===== config.mk =====
export PLATFORM = sky130hd
export DESIGN_NAME = audio_envelope_history_normalizer
export DESIGN_NICKNAME = d
export VERILOG_FILES = /design/src/design/aehn_pkg.sv /design/src/design/aehn_divider.sv /design/src/design/aehn_hist_mem.sv /design/src/design/audio_envelope_history_normalizer.sv
export SDC_FILE = /design/constraint.sdc
export NUM_CORES = 2
export LEC_CHECK = 0
export BUFFER_PORTS_ARGS = -buffer_cell sky130_fd_sc_hd__buf_4
export CORE_MARGIN = 8
export CORE_UTILIZATION = 50
export DETAILED_ROUTE_END_ITERATION = 7
export PLACE_DENSITY = 0.69
export SLEW_MARGIN = 15
export SYNTH_ARGS = -nofsm -noshare
export SYNTH_HDL_FRONTEND = slang
export SYNTH_HIERARCHICAL = 1
export SYNTH_SLANG_ARGS = --single-unit
export TNS_END_PERCENT = 50

===== constraint.sdc =====
create_clock -name clk -period 6.1 [get_ports clk]
set_input_delay 0.915 -clock clk [delete_from_list [all_inputs] [get_ports clk]]
set_output_delay 0.915 -clock clk [all_outputs]
set_load 0.02 [all_outputs]

===== src/design/aehn_pkg.sv =====
// ----------------------------------------------------------------------------
// aehn_pkg
// Shared widths, constants, codes and handshake structs for the audio
// envelope history normaliser.
// ----------------------------------------------------------------------------
`default_nettype none

package aehn_pkg;

    // Field and register widths
    localparam int SAMPLE_W    = 12;
    localparam int HEIGHT_W    = 8;
    localparam int WIDTH_CFG_W = 7;
    localparam int COL_W       = 6;
    localparam int TOP_W       = 7;
    localparam int CFG_IDX_W   = 1;
    localparam int CFG_DATA_W  = 8;
    localparam int S_TDATA_W   = 16;
    localparam int M_TDATA_W   = 24;

    localparam int DEFAULT_HISTORY_DEPTH = 64;

    localparam logic [SAMPLE_W-1:0]    SAMPLE_MAX   = 12'hFFF;
    localparam logic [HEIGHT_W-1:0]    HEIGHT_RESET = 8'd128;
    localparam logic [WIDTH_CFG_W-1:0] WIDTH_RESET  = 7'd64;

    // Peak smoothing: (19*s + max + 10) / 20
    localparam int SMOOTH_KEEP = 19;
    localparam int SMOOTH_BIAS = 10;
    // Divide by 20 as a shift by 2, then a reciprocal multiply for the 5
    localparam int SMOOTH_SUM_W     = 17;
    localparam int SMOOTH_PRE_SHIFT = 2;
    localparam int SMOOTH_RECIP     = 52429;
    localparam int SMOOTH_SHIFT     = 18;
    localparam int SMOOTH_PROD_W    = 31;

    // Iterative divider widths
    localparam int DIV_NW = 22;
    localparam int DIV_DW = 13;
    localparam int DIV_CW = 5;

    // Configuration register indexes
    typedef enum logic [CFG_IDX_W-1:0] {
        CFG_DISPLAY_HEIGHT = 1'b0,
        CFG_DISPLAY_WIDTH  = 1'b1
    } cfg_idx_t;

    // Divider request and response
    typedef struct packed {
        logic              start;
        logic [DIV_NW-1:0] dividend;
        logic [DIV_DW-1:0] divisor;
    } div_req_t;

    typedef struct packed {
        logic              busy;
        logic              done;
        logic [DIV_NW-1:0] quotient;
    } div_rsp_t;

endpackage

`default_nettype wire


===== src/design/aehn_divider.sv =====
// ----------------------------------------------------------------------------
// aehn_divider
// Restoring unsigned divider, one quotient bit per cycle.
// ----------------------------------------------------------------------------
`default_nettype none

module aehn_divider
    import aehn_pkg::*;
(
    input  wire logic     clk,
    input  wire logic     rst_n,
    input  wire div_req_t req,
    output div_rsp_t      rsp
);

    logic [DIV_DW-1:0] rem_reg;
    logic [DIV_NW-1:0] quo_reg;
    logic [DIV_DW-1:0] dvs_reg;
    logic [DIV_CW-1:0] cnt_reg;
    logic              busy_reg;
    logic              done_reg;

    logic [DIV_DW:0]   rem_sh;
    logic [DIV_DW+1:0] diff;

    // Shift in the next dividend bit and trial subtract
    always_comb
    begin
        rem_sh = {rem_reg, quo_reg[DIV_NW-1]};
        diff   = {1'b0, rem_sh} - {2'b00, dvs_reg};
    end

    // Advance one quotient bit per cycle
    always_ff @(posedge clk or negedge rst_n)
    begin
        if (!rst_n)
        begin
            rem_reg  <= '0;
            quo_reg  <= '0;
            dvs_reg  <= '0;
            cnt_reg  <= '0;
            busy_reg <= 1'b0;
            done_reg <= 1'b0;
        end
        else
        begin
            done_reg <= 1'b0;
            if (req.start && !busy_reg)
            begin
                rem_reg  <= '0;
                quo_reg  <= req.dividend;
                dvs_reg  <= req.divisor;
                cnt_reg  <= '0;
                busy_reg <= 1'b1;
            end
            else if (busy_reg)
            begin
                if (!diff[DIV_DW+1])
                begin
                    rem_reg <= diff[DIV_DW-1:0];
                    quo_reg <= {quo_reg[DIV_NW-2:0], 1'b1};
                end
                else
                begin
                    rem_reg <= rem_sh[DIV_DW-1:0];
                    quo_reg <= {quo_reg[DIV_NW-2:0], 1'b0};
                end
                cnt_reg <= cnt_reg + DIV_CW'(1);
                if (cnt_reg == DIV_CW'(DIV_NW - 1))
                begin
                    busy_reg <= 1'b0;
                    done_reg <= 1'b1;
                end
            end
        end
    end

    assign rsp.busy     = busy_reg;
    assign rsp.done     = done_reg;
    assign rsp.quotient = quo_reg;

endmodule

`default_nettype wire


===== src/design/aehn_hist_mem.sv =====
// ----------------------------------------------------------------------------
// aehn_hist_mem
// Amplitude history store: one write and one registered read per cycle,
// with a valid bit per entry so that unwritten entries read as zero.
// ----------------------------------------------------------------------------
`default_nettype none

module aehn_hist_mem
    import aehn_pkg::*;
#(
    parameter int DEPTH = DEFAULT_HISTORY_DEPTH,
    parameter int AW    = $clog2(DEPTH)
)
(
    input  wire logic                clk,
    input  wire logic                rst_n,
    input  wire logic                we,
    input  wire logic [AW-1:0]       waddr,
    input  wire logic [SAMPLE_W-1:0] wdata,
    input  wire logic [AW-1:0]       raddr,
    output logic [SAMPLE_W-1:0]      rdata
);

    logic [SAMPLE_W-1:0] mem [DEPTH];
    logic [DEPTH-1:0]    vld_reg;
    logic [SAMPLE_W-1:0] rd_reg;
    logic                rd_vld_reg;

    // Write and read the array
    always_ff @(posedge clk)
    begin
        if (we)
        begin
            mem[waddr] <= wdata;
        end
        rd_reg <= mem[raddr];
    end

    // Mark written entries; reset returns the whole history to zero
    always_ff @(posedge clk or negedge rst_n)
    begin
        if (!rst_n)
        begin
            vld_reg    <= '0;
            rd_vld_reg <= 1'b0;
        end
        else
        begin
            if (we)
            begin
                vld_reg[waddr] <= 1'b1;
            end
            rd_vld_reg <= vld_reg[raddr];
        end
    end

    assign rdata = rd_vld_reg ? rd_reg : '0;

endmodule

`default_nettype wire


===== src/design/audio_envelope_history_normalizer.sv =====
// Sample requests: accepted one per cycle while idle, no result.
// Close requests: the history shift (skipped for one column), the write of the new
// amplitude and the peak smoothing run in turn; each column is then read, scaled
// and divided by the bit-serial divider, which is skipped when the frame is flat;
// a stalled output holds the column step. No request is taken during a frame.
// Reset: history reads as zeros, window and smoothed peak at reset values.
// ----------------------------------------------------------------------------
// audio_envelope_history_normalizer
// Tracks the window min/max of microphone samples and, on a close request,
// shifts the amplitude into a history and emits normalised centred columns.
// ----------------------------------------------------------------------------
`default_nettype none

module audio_envelope_history_normalizer
    import aehn_pkg::*;
#(
    parameter int HISTORY_DEPTH = DEFAULT_HISTORY_DEPTH
)
(
    input  wire logic                  clk,
    input  wire logic                  rst_n,
    // Configuration write port
    input  wire logic                  cfg_we,
    input  wire logic [CFG_IDX_W-1:0]  cfg_addr,
    input  wire logic [CFG_DATA_W-1:0] cfg_wdata,
    // Input stream
    input  wire logic                  s_axis_tvalid,
    output logic                       s_axis_tready,
    input  wire logic [S_TDATA_W-1:0]  s_axis_tdata,  // [11:0] sample
    input  wire logic                  s_axis_tuser,  // [0] func
    // Output stream
    output logic                       m_axis_tvalid,
    input  wire logic                  m_axis_tready,
    output logic [M_TDATA_W-1:0]       m_axis_tdata,  // [5:0] column, [13:6] height,
                                                      // [20:14] top_offset
    output logic                       m_axis_tlast   // last
);

    localparam int AW = $clog2(HISTORY_DEPTH);
    localparam int WW = $clog2(HISTORY_DEPTH + 1);

    typedef enum logic [3:0] {
        ST_IDLE,
        ST_SHIFT_WR,
        ST_PUT,
        ST_SMOOTH,
        ST_SMOOTH_WAIT,
        ST_COL_RD,
        ST_COL_MUL,
        ST_COL_DIV,
        ST_COL_WAIT,
        ST_COL_OUT
    } state_t;

    state_t                  state_reg;
    logic [HEIGHT_W-1:0]     height_cfg_reg;
    logic [WIDTH_CFG_W-1:0]  width_cfg_reg;
    logic [SAMPLE_W-1:0]     win_hi_reg;
    logic [SAMPLE_W-1:0]     win_lo_reg;
    logic [SAMPLE_W-1:0]     smooth_reg;
    logic [SMOOTH_SUM_W-1:0] smooth_sum_reg;
    logic [SAMPLE_W-1:0]     amp_reg;
    logic [SAMPLE_W-1:0]     hist_lo_reg;
    logic [SAMPLE_W-1:0]     hist_hi_reg;
    logic [WW-1:0]           w_reg;
    logic [AW-1:0]           idx_reg;
    logic [HEIGHT_W+SAMPLE_W-1:0] prod_reg;
    logic [SAMPLE_W-1:0]     span_reg;
    logic [HEIGHT_W-1:0]     bar_h_reg;
    logic                    out_valid_reg;
    logic [COL_W-1:0]        out_col_reg;
    logic [HEIGHT_W-1:0]     out_height_reg;
    logic [TOP_W-1:0]        out_top_reg;
    logic                    out_last_reg;

    logic                    in_req;
    logic                    func;
    logic [SAMPLE_W-1:0]     sample;
    logic [SAMPLE_W-1:0]     amp_next;
    logic [WW-1:0]           w_next;
    logic                    mem_we;
    logic [AW-1:0]           mem_waddr;
    logic [SAMPLE_W-1:0]     mem_wdata;
    logic [AW-1:0]           mem_raddr;
    logic [SAMPLE_W-1:0]     mem_rdata;
    logic [AW-1:0]           last_addr;
    logic                    out_free;
    logic                    out_load;
    logic [HEIGHT_W-1:0]     bar;
    logic [TOP_W-1:0]        top_next;
    logic [SMOOTH_PROD_W-1:0] smooth_prod;
    logic [SAMPLE_W:0]       smooth_quo;
    div_req_t                div_req;
    div_rsp_t                div_rsp;

    assign s_axis_tready = (state_reg == ST_IDLE);
    assign in_req        = s_axis_tvalid && s_axis_tready;
    assign func          = s_axis_tuser;
    assign sample        = s_axis_tdata[SAMPLE_W-1:0];
    assign out_free      = !out_valid_reg || m_axis_tready;
    assign out_load      = (state_reg == ST_COL_OUT) && out_free;
    assign last_addr     = AW'(w_reg - WW'(1));

    // Peak-to-peak of the closing window; empty window gives zero
    assign amp_next = (win_hi_reg >= win_lo_reg) ? (win_hi_reg - win_lo_reg) : '0;

    // Clamp the column count into 1..HISTORY_DEPTH
    always_comb
    begin
        if (width_cfg_reg == '0)
        begin
            w_next = WW'(1);
        end
        else if (width_cfg_reg > WIDTH_CFG_W'(HISTORY_DEPTH))
        begin
            w_next = WW'(HISTORY_DEPTH);
        end
        else
        begin
            w_next = WW'(width_cfg_reg);
        end
    end

    // History access: shift walk, amplitude write, column reads
    always_comb
    begin
        mem_we    = 1'b0;
        mem_waddr = idx_reg;
        mem_wdata = mem_rdata;
        mem_raddr = idx_reg;
        case (state_reg)
            ST_IDLE:
            begin
                mem_raddr = AW'(1);
            end
            ST_SHIFT_WR:
            begin
                mem_we    = 1'b1;
                mem_raddr = AW'({1'b0, idx_reg} + (AW+1)'(2));
            end
            ST_PUT:
            begin
                mem_we    = 1'b1;
                mem_waddr = last_addr;
                mem_wdata = amp_reg;
            end
            default:
            begin
                mem_raddr = idx_reg;
            end
        endcase
    end

    aehn_hist_mem #(
        .DEPTH (HISTORY_DEPTH),
        .AW    (AW)
    ) u_hist (
        .clk   (clk),
        .rst_n (rst_n),
        .we    (mem_we),
        .waddr (mem_waddr),
        .wdata (mem_wdata),
        .raddr (mem_raddr),
        .rdata (mem_rdata)
    );

    // Divide the smoothing sum by twenty: quarter it, then multiply by 1/5
    always_comb
    begin
        smooth_prod = SMOOTH_PROD_W'(smooth_sum_reg >> SMOOTH_PRE_SHIFT)
                    * SMOOTH_PROD_W'(SMOOTH_RECIP);
        smooth_quo  = smooth_prod[SMOOTH_SHIFT +: SAMPLE_W+1];
    end

    // Divider requests: one per column whose smoothed peak exceeds the history minimum
    always_comb
    begin
        div_req.start    = 1'b0;
        div_req.dividend = DIV_NW'({prod_reg, 1'b0}) + DIV_NW'(span_reg);
        div_req.divisor  = DIV_DW'({span_reg, 1'b0});
        case (state_reg)
            ST_COL_DIV:
            begin
                div_req.start = 1'b1;
            end
            default:
            begin
                div_req.start = 1'b0;
            end
        endcase
    end

    aehn_divider u_div (
        .clk   (clk),
        .rst_n (rst_n),
        .req   (div_req),
        .rsp   (div_rsp)
    );

    // Centre the bar: offset of its top row
    always_comb
    begin
        bar      = (bar_h_reg == '0) ? HEIGHT_W'(1) : bar_h_reg;
        top_next = (height_cfg_reg >= bar) ? TOP_W'((height_cfg_reg - bar) >> 1) : '0;
    end

    // Configuration registers
    always_ff @(posedge clk or negedge rst_n)
    begin
        if (!rst_n)
        begin
            height_cfg_reg <= HEIGHT_RESET;
            width_cfg_reg  <= WIDTH_RESET;
        end
        else if (cfg_we)
        begin
            case (cfg_idx_t'(cfg_addr))
                CFG_DISPLAY_HEIGHT: height_cfg_reg <= cfg_wdata[HEIGHT_W-1:0];
                CFG_DISPLAY_WIDTH:  width_cfg_reg  <= cfg_wdata[WIDTH_CFG_W-1:0];
                default:            height_cfg_reg <= height_cfg_reg;
            endcase
        end
    end

    // Frame sequencer and output register
    always_ff @(posedge clk or negedge rst_n)
    begin
        if (!rst_n)
        begin
            state_reg      <= ST_IDLE;
            win_hi_reg     <= '0;
            win_lo_reg     <= SAMPLE_MAX;
            smooth_reg     <= SAMPLE_MAX;
            smooth_sum_reg <= '0;
            amp_reg        <= '0;
            hist_lo_reg    <= '0;
            hist_hi_reg    <= '0;
            w_reg          <= WW'(1);
            idx_reg        <= '0;
            prod_reg       <= '0;
            span_reg       <= '0;
            bar_h_reg      <= '0;
            out_valid_reg  <= 1'b0;
            out_col_reg    <= '0;
            out_height_reg <= '0;
            out_top_reg    <= '0;
            out_last_reg   <= 1'b0;
        end
        else
        begin
            // Load a new column, or drop the result once taken
            if (out_load)
            begin
                out_valid_reg <= 1'b1;
            end
            else if (m_axis_tready)
            begin
                out_valid_reg <= 1'b0;
            end

            case (state_reg)
                ST_IDLE:
                begin
                    if (in_req && !func)
                    begin
                        if (sample > win_hi_reg)
                        begin
                            win_hi_reg <= sample;
                        end
                        if (sample < win_lo_reg)
                        begin
                            win_lo_reg <= sample;
                        end
                    end
                    else if (in_req)
                    begin
                        amp_reg     <= amp_next;
                        hist_lo_reg <= amp_next;
                        hist_hi_reg <= amp_next;
                        win_hi_reg  <= '0;
                        win_lo_reg  <= SAMPLE_MAX;
                        w_reg       <= w_next;
                        idx_reg     <= '0;
                        state_reg   <= (w_next == WW'(1)) ? ST_PUT : ST_SHIFT_WR;
                    end
                end
                ST_SHIFT_WR:
                begin
                    if (mem_rdata < hist_lo_reg)
                    begin
                        hist_lo_reg <= mem_rdata;
                    end
                    if (mem_rdata > hist_hi_reg)
                    begin
                        hist_hi_reg <= mem_rdata;
                    end
                    if (WW'(idx_reg) + WW'(2) == w_reg)
                    begin
                        state_reg <= ST_PUT;
                    end
                    else
                    begin
                        idx_reg <= idx_reg + AW'(1);
                    end
                end
                ST_PUT:
                begin
                    state_reg <= ST_SMOOTH;
                end
                ST_SMOOTH:
                begin
                    smooth_sum_reg <= SMOOTH_SUM_W'(smooth_reg) * SMOOTH_SUM_W'(SMOOTH_KEEP)
                                    + SMOOTH_SUM_W'(hist_hi_reg)
                                    + SMOOTH_SUM_W'(SMOOTH_BIAS);
                    state_reg      <= ST_SMOOTH_WAIT;
                end
                ST_SMOOTH_WAIT:
                begin
                    if (smooth_quo[SAMPLE_W])
                    begin
                        smooth_reg <= SAMPLE_MAX;
                    end
                    else
                    begin
                        smooth_reg <= smooth_quo[SAMPLE_W-1:0];
                    end
                    idx_reg   <= '0;
                    state_reg <= ST_COL_RD;
                end
                ST_COL_RD:
                begin
                    state_reg <= ST_COL_MUL;
                end
                ST_COL_MUL:
                begin
                    prod_reg <= (HEIGHT_W+SAMPLE_W)'(height_cfg_reg)
                              * (HEIGHT_W+SAMPLE_W)'(mem_rdata - hist_lo_reg);
                    span_reg <= smooth_reg - hist_lo_reg;
                    if (smooth_reg > hist_lo_reg)
                    begin
                        state_reg <= ST_COL_DIV;
                    end
                    else
                    begin
                        bar_h_reg <= '0;
                        state_reg <= ST_COL_OUT;
                    end
                end
                ST_COL_DIV:
                begin
                    state_reg <= ST_COL_WAIT;
                end
                ST_COL_WAIT:
                begin
                    if (div_rsp.done)
                    begin
                        if (div_rsp.quotient > DIV_NW'(height_cfg_reg))
                        begin
                            bar_h_reg <= height_cfg_reg;
                        end
                        else
                        begin
                            bar_h_reg <= div_rsp.quotient[HEIGHT_W-1:0];
                        end
                        state_reg <= ST_COL_OUT;
                    end
                end
                ST_COL_OUT:
                begin
                    // Hold the column until the output slot is free
                    if (out_free)
                    begin
                        out_col_reg    <= COL_W'(idx_reg);
                        out_height_reg <= bar_h_reg;
                        out_top_reg    <= top_next;
                        out_last_reg   <= (idx_reg == last_addr);
                        if (idx_reg == last_addr)
                        begin
                            state_reg <= ST_IDLE;
                        end
                        else
                        begin
                            idx_reg   <= idx_reg + AW'(1);
                            state_reg <= ST_COL_RD;
                        end
                    end
                end
                default:
                begin
                    state_reg <= ST_IDLE;
                end
            endcase
        end
    end

    assign m_axis_tvalid = out_valid_reg;
    assign m_axis_tlast  = out_last_reg;
    assign m_axis_tdata  = {3'b000, out_top_reg, out_height_reg, out_col_reg};

`ifndef SYNTHESIS
    a_shift_no_overlap: assert property (@(posedge clk) disable iff (!rst_n)
        (state_reg == ST_SHIFT_WR) |-> (mem_waddr != mem_raddr))
        else $error("history shift reads the entry it writes");

    a_no_write_in_emit: assert property (@(posedge clk) disable iff (!rst_n)
        (state_reg == ST_COL_RD || state_reg == ST_COL_MUL || state_reg == ST_COL_OUT)
        |-> !mem_we)
        else $error("history written while columns are emitted");

    a_div_idle_start: assert property (@(posedge clk) disable iff (!rst_n)
        div_req.start |-> !div_rsp.busy)
        else $error("divider started while busy");

    a_out_from_emit: assert property (@(posedge clk) disable iff (!rst_n)
        $rose(out_valid_reg) |-> $past(state_reg == ST_COL_OUT))
        else $error("result loaded outside the column output step");
`endif

endmodule

`default_nettype wire

After elaboration in Yosys (flattened, before gate mapping)
Memory sizes are Yosys's and may differ from the RTL's. A register that Yosys moved wholly into a read port is not among the register bits.
Cells that the tools add are included.
{ "word_totals": {"n_memories": 1, "out_inout_bits": 27, "ram_bits": 768, "elab_cells": 179, "reg_bits": 303, "inputBits": 31} }
{ "op_classes": {"bitwise": 3, "mux": 65, "multipliers": 3, "n_addsub": 12, "eq_ne": 25, "n_reduce_logical": 30, "magnitude_cmp": 12} }
{ "memory_table": {"columns": ["name", "depth", "width", "rd", "rd_ports_with_merged_regs", "write_ports", "line", "text"], "rows": [
  ["u_hist.mem", 64, 12, 1, 1, 1, "aehn_hist_mem.sv:24", "logic [SAMPLE_W-1:0] mem [DEPTH];"]
]} }
{ "op_table": {"columns": ["cell", "n"], "rows": [
  ["$mux W12", 14],
  ["$or A64 B64 Y64", 1],
  ["$pmux W12 S2", 2],
  ["$mux W22", 2],
  ["$pmux W4 S10", 1],
  ["$mux W13", 3],
  ["$gt A12 B12 Y1", 3],
  ["$mux W6", 6],
  ["$mux W8", 4],
  ["$mul A15 B16 Y31 const B", 1],
  ["$lt A12 B12 Y1", 2],
  ["$mux W4", 6],
  ["$pmux W6 S4", 1],
  ["$sub A12 B12 Y12", 2],
  ["$add A21 B12 Y22", 1],
  ["$gt A22 B8 Y1", 1],
  ["$mux W7", 3],
  ["$mul A9 B13 Y20", 1],
  ["$add A17 B12 Y17", 1],
  ["$add A17 B4 Y17 const B", 1],
  ["$mul A12 B5 Y17 const B", 1],
  ["$eq A4 B3 Y1 const B", 4],
  ["$ne A2 B2 Y1 const B", 8],
  ["$pmux W8 S2", 1],
  ["42 further kinds", 80]
]} }

Longest topological paths before layout
{ "logic_depth": {"word_depth": 8, "ltp_mapped": 30, "depth_no_buf": 30} }

By module
The synthesis kept the hierarchy.
{ "modules_own_cells": {"columns": ["mod", "n_inst", "cells_each", "area_per_inst_um2", "seq_area_each_um2"], "rows": [
  ["aehn_hist_mem", 1, 1530, 32581.2, 24928.9],
  ["audio_envelope_history_normalizer", 1, 2159, 19829.0, 4588.2],
  ["aehn_divider", 1, 327, 3060.4, 1376.3]
]} }

Worst setup path after synthesis
OpenSTA, ideal clock, no wires.
{ "synth_path": {"kind": "register to register", "startpoint": "register u_hist.rd_vld_reg", "endpoint": "register prod_reg[18]", "path_buffers": 1, "synth_period_minus_slack_ns": 6.476, "required_time_ns": 6.004, "setup_time_ns": 0.096, "stages_incl_launch_ff": 28, "arrival_ns": 6.381, "slack_ns": -0.376, "cell_sequence": "dfrtp_1 -> clkbuf_1 -> and2_1 -> inv_1 -> fa_1 -> nor2b_1 -> o21ai_0 -> a21boi_0 -> o21ai_0 -> a21oi_1 -> xor2_1 -> nand2_1 -> fa_1 -> inv_1 -> fa_1 -> fa_1 -> inv_1 -> fa_1 -> inv_1 -> ha_1 -> a21boi_0 -> o21ai_0 -> a21o_1 -> a21oi_1 -> o311ai_1 -> a2111o_1 -> and3_1 -> o31ai_1"} }
{ "synth_via": {"elab_chain_cells": 3} }
{ "synth_rtl": {"columns": ["item", "line", "text"], "rows": [
  ["from (decl)", "aehn_hist_mem.sv:27", "logic rd_vld_reg;"],
  ["from (signal assigned)", "aehn_hist_mem.sv:53", "rd_vld_reg <= vld_reg[raddr];"],
  ["$mux W12", "aehn_hist_mem.sv:57", "assign rdata = rd_vld_reg ? rd_reg : '0;"],
  ["via mem_rdata[1]", "audio_envelope_history_normalizer.sv:85", "logic [SAMPLE_W-1:0] mem_rdata;"],
  ["$sub A12 B12 Y13", "audio_envelope_history_normalizer.sv:337", "* (HEIGHT_W+SAMPLE_W)'(mem_rdata - hist_lo_reg);"],
  ["$mul A9 B13 Y20", "audio_envelope_history_normalizer.sv:337", null],
  ["to (signal assigned)", "audio_envelope_history_normalizer.sv:336", "prod_reg <= (HEIGHT_W+SAMPLE_W)'(height_cfg_reg)"],
  ["to (decl)", "audio_envelope_history_normalizer.sv:67", "logic [HEIGHT_W+SAMPLE_W-1:0] prod_reg;"]
]} }
The timed path passes the listed nets, and every way through them passes these cells.
A chain may end at the register's enable or synchronous reset.

Final worst setup path
Ends and elaborated chain as after synthesis.

==> results.md <==
* Status: finished with violations
* Failing checks: setup timing
* Relative slew margins at 20.2%
* Hold buffer count at cts at 0
* Data required, critical path at 6.71 ns
* Classification of the worst setup path: reg -> reg
* WP data arrival at 6.78 ns
* Worst r2r src: u_hist/rd_vld_reg$_DFF_PN0_
* CP Launch Type: flip-flop
* Total negative slack at -0.104 ns
* CTS root buf: clkbuf_16
* Core ar. at 0.110 mm2
* Clock Skew at 0.0584 ns
* Maximum root-to-sink buffer count at 3
* Switch share at 20.1%
* Synth Warn # at 6
* FF-to-FF setup slack at -0.07 ns
* Die W at between 300 and 400 um
* Mapped cell area at approximately 0.055 mm2
* First-pass GRT wire length at 199000 um
* Max-slew violations at 0
* Design Area, Final at 0.0631 mm2
* Share of layout cells above drive strength 1 at between 20% and 30%
* Total GRT Usage at 21.0%
* Switching power at 3.07 mW
* Gate power share at ~1.3%
* WL final at 128000 um
* Final Setup Violations at 2
* Multi-input logic area at 0.0229 mm2
* Routed Antenna Nets at 0
* Full die area at 0.122 mm2
* Maxcap violations at 0
* RSZ-0062 raised after global routing: yes
* Input/output buffers at 50
* DR vias at 33.0k
* Finished Layout Cells at 5830
* Placed Area at between 0.05 and 0.06 mm2
* Cell mode on critical path: fa_1
* Max incr delay on CP at between 0.5 and 0.6 ns
* Dpl cells at 5606
* Worst Reg2Reg Path Length in Cells at 28
* Power per cell area at 242 mW/mm2
* Fillers at 8651
* CTS tree: yes
* Internal at between 10 and 15 mW
* Clock network fraction of design power at 47.3%
* Leak at 23.0 nW
* Via density at 5.66
* H-tree levels at 3
* Seq. cell area at about 0.031 mm2
* Worst reg2reg path endpoint: prod_reg[18]$_DFFE_PN0N_
* Worst slew pin tran at roughly 1.2 ns
* Pin count of the biggest net entering global routing at between 150 and 200
* Initial DRC count at 2383
* Clock slew at reported path FFs at 0.06 ns
* Worst skew pair latency at ~0.7 ns
* Setup WS post-layout at -0.0729 ns
* Detailed-route wire length per cell at approximately 22 um
* Slowest cell on crit path: fa_1
* # DRC at 0
* Starting Density at 50.3%
* Antenna violations before repair at 3
* # IOs at 58
* Num CTS Buffers at 110
* Layout area overhead at 13.8%
* Syn Area/Cell at 13.8 um2
* Vias in the first global route at 33.6k
* Setup crit end kind: flip-flop
* Hold Path Class: in -> async
* Initial DRT Pass Iterations at 6
* Max FFs per register at 768
* Critical Path Start: u_hist/rd_vld_reg$_DFF_PN0_
* Tcrit/Tclk final at 101%
* Worst setup endpoint: prod_reg[18]$_DFFE_PN0N_
* # rows at 122
* Endpoints failing hold at 0
* Worst Hold Margin at roughly 0.27 ns
* Sink Count at 1082
* Fin nets at about 4.7k
* Flop pwr share at 51.4%
* HPWL after DPL at between 80000 and 90000 um
* Mapped Cells at 4015
* Routability Congestion at 0.857
* Total global routing overflow at 0
* Critical path fanouts, max at 4
* Peak VDD IR at approximately 0.00028 V
* Power Total at 15.3 mW
* Die Y at 349 um
* Top achievable clock speed at 162 MHz
* Post-layout min period at 6.17 ns
==> critical path: cells and delay by family (launching register included) <==
family          cells  cell delay, ns
flops               1            0.40
simple gates        6            0.70
buf+inv             4            0.30
fa+ha+maj           6            2.55
xor+xnor            1            0.19
compound gates     11            1.93
==> worst min path at each step <==
stage                                    from                              to  slack, ns  cells after the start
2_1_floorplan  u_hist/vld_reg[10]$_DFFE_PN0P_  u_hist/vld_reg[10]$_DFFE_PN0P_       0.43                      1
4_1_cts                                 rst_n      hist_hi_reg[2]$_DFFE_PN0P_       0.26                      1
3_5_place_dp   u_hist/vld_reg[53]$_DFFE_PN0P_  u_hist/vld_reg[53]$_DFFE_PN0P_       0.45                      1
6_report                                rst_n   smooth_sum_reg[9]$_DFFE_PN0P_       0.27                      1
3_3_place_gp   u_hist/vld_reg[35]$_DFFE_PN0P_  u_hist/vld_reg[35]$_DFFE_PN0P_       0.44                      1
5_1_grt                                 rst_n      hist_hi_reg[2]$_DFFE_PN0P_       0.32                      1
==> per-layer routing <==
layer	vias up	routed length (um)	GRT usage, %	share of wire, %
met3	224	8440	3.56	6.6
met1	16700	53400	28.4	42
met5	-	124	0	0.097
met4	2	4170	6.84	3.2
li1	15100	-	-	-
met2	1038	62200	34.7	48
==> repair_timing <==
action,CTS,global route
buffers inserted,7,7
endpoints found under the setup margin,7,20
pin swaps,45,55
hold endpoints to repair,0,0
gates resized for setup,22,50
gates cloned,0,0
==> cells in the final DEF (no fill, tap or decap), drive strengths merged, types with 165 or more instances in the layout <==
cell type  count
mux4         210
nor2         177
dfrtp        275
edfxtp       768
nand2        332
inv          372
buf          272
ha           306
fa           165
o21ai        233
==> power groups by stage <==
stage                     combinational, mW  clock [mW]  sequential, mW
after floorplan                       0.110           0            7.97
after global placement                0.193           0            8.01
after detailed placement              0.196           0            8.01
after CTS                             0.198        7.35            7.85
after global routing                  0.221        7.59            7.85
final                                 0.195        7.23            7.86
==> stage by stage <==
stage	worst slack, ns	utilization, %
after floorplan	0.00521	-
after global placement	-0.404	53.2
after detailed placement	-0.426	53.2
after CTS	-0.153	56.9
after global routing	-0.400	57.2
final	-0.0729	57.2
==> final cells by class <==
cell class / instances / share of cell area [%]
flip-flops and latches: 1082 / 48.9
multi-input cells: 2410 / 36.3
clock buffers: 141 / 4.85
repair buffers: 272 / 3.36
well taps: 1488 / 2.95
inverters: 368 / 2.19
clock inverters: 66 / 1.41
diodes: 3 / 0.0119
No activity file was read; power rests on OpenSTA's default activity.
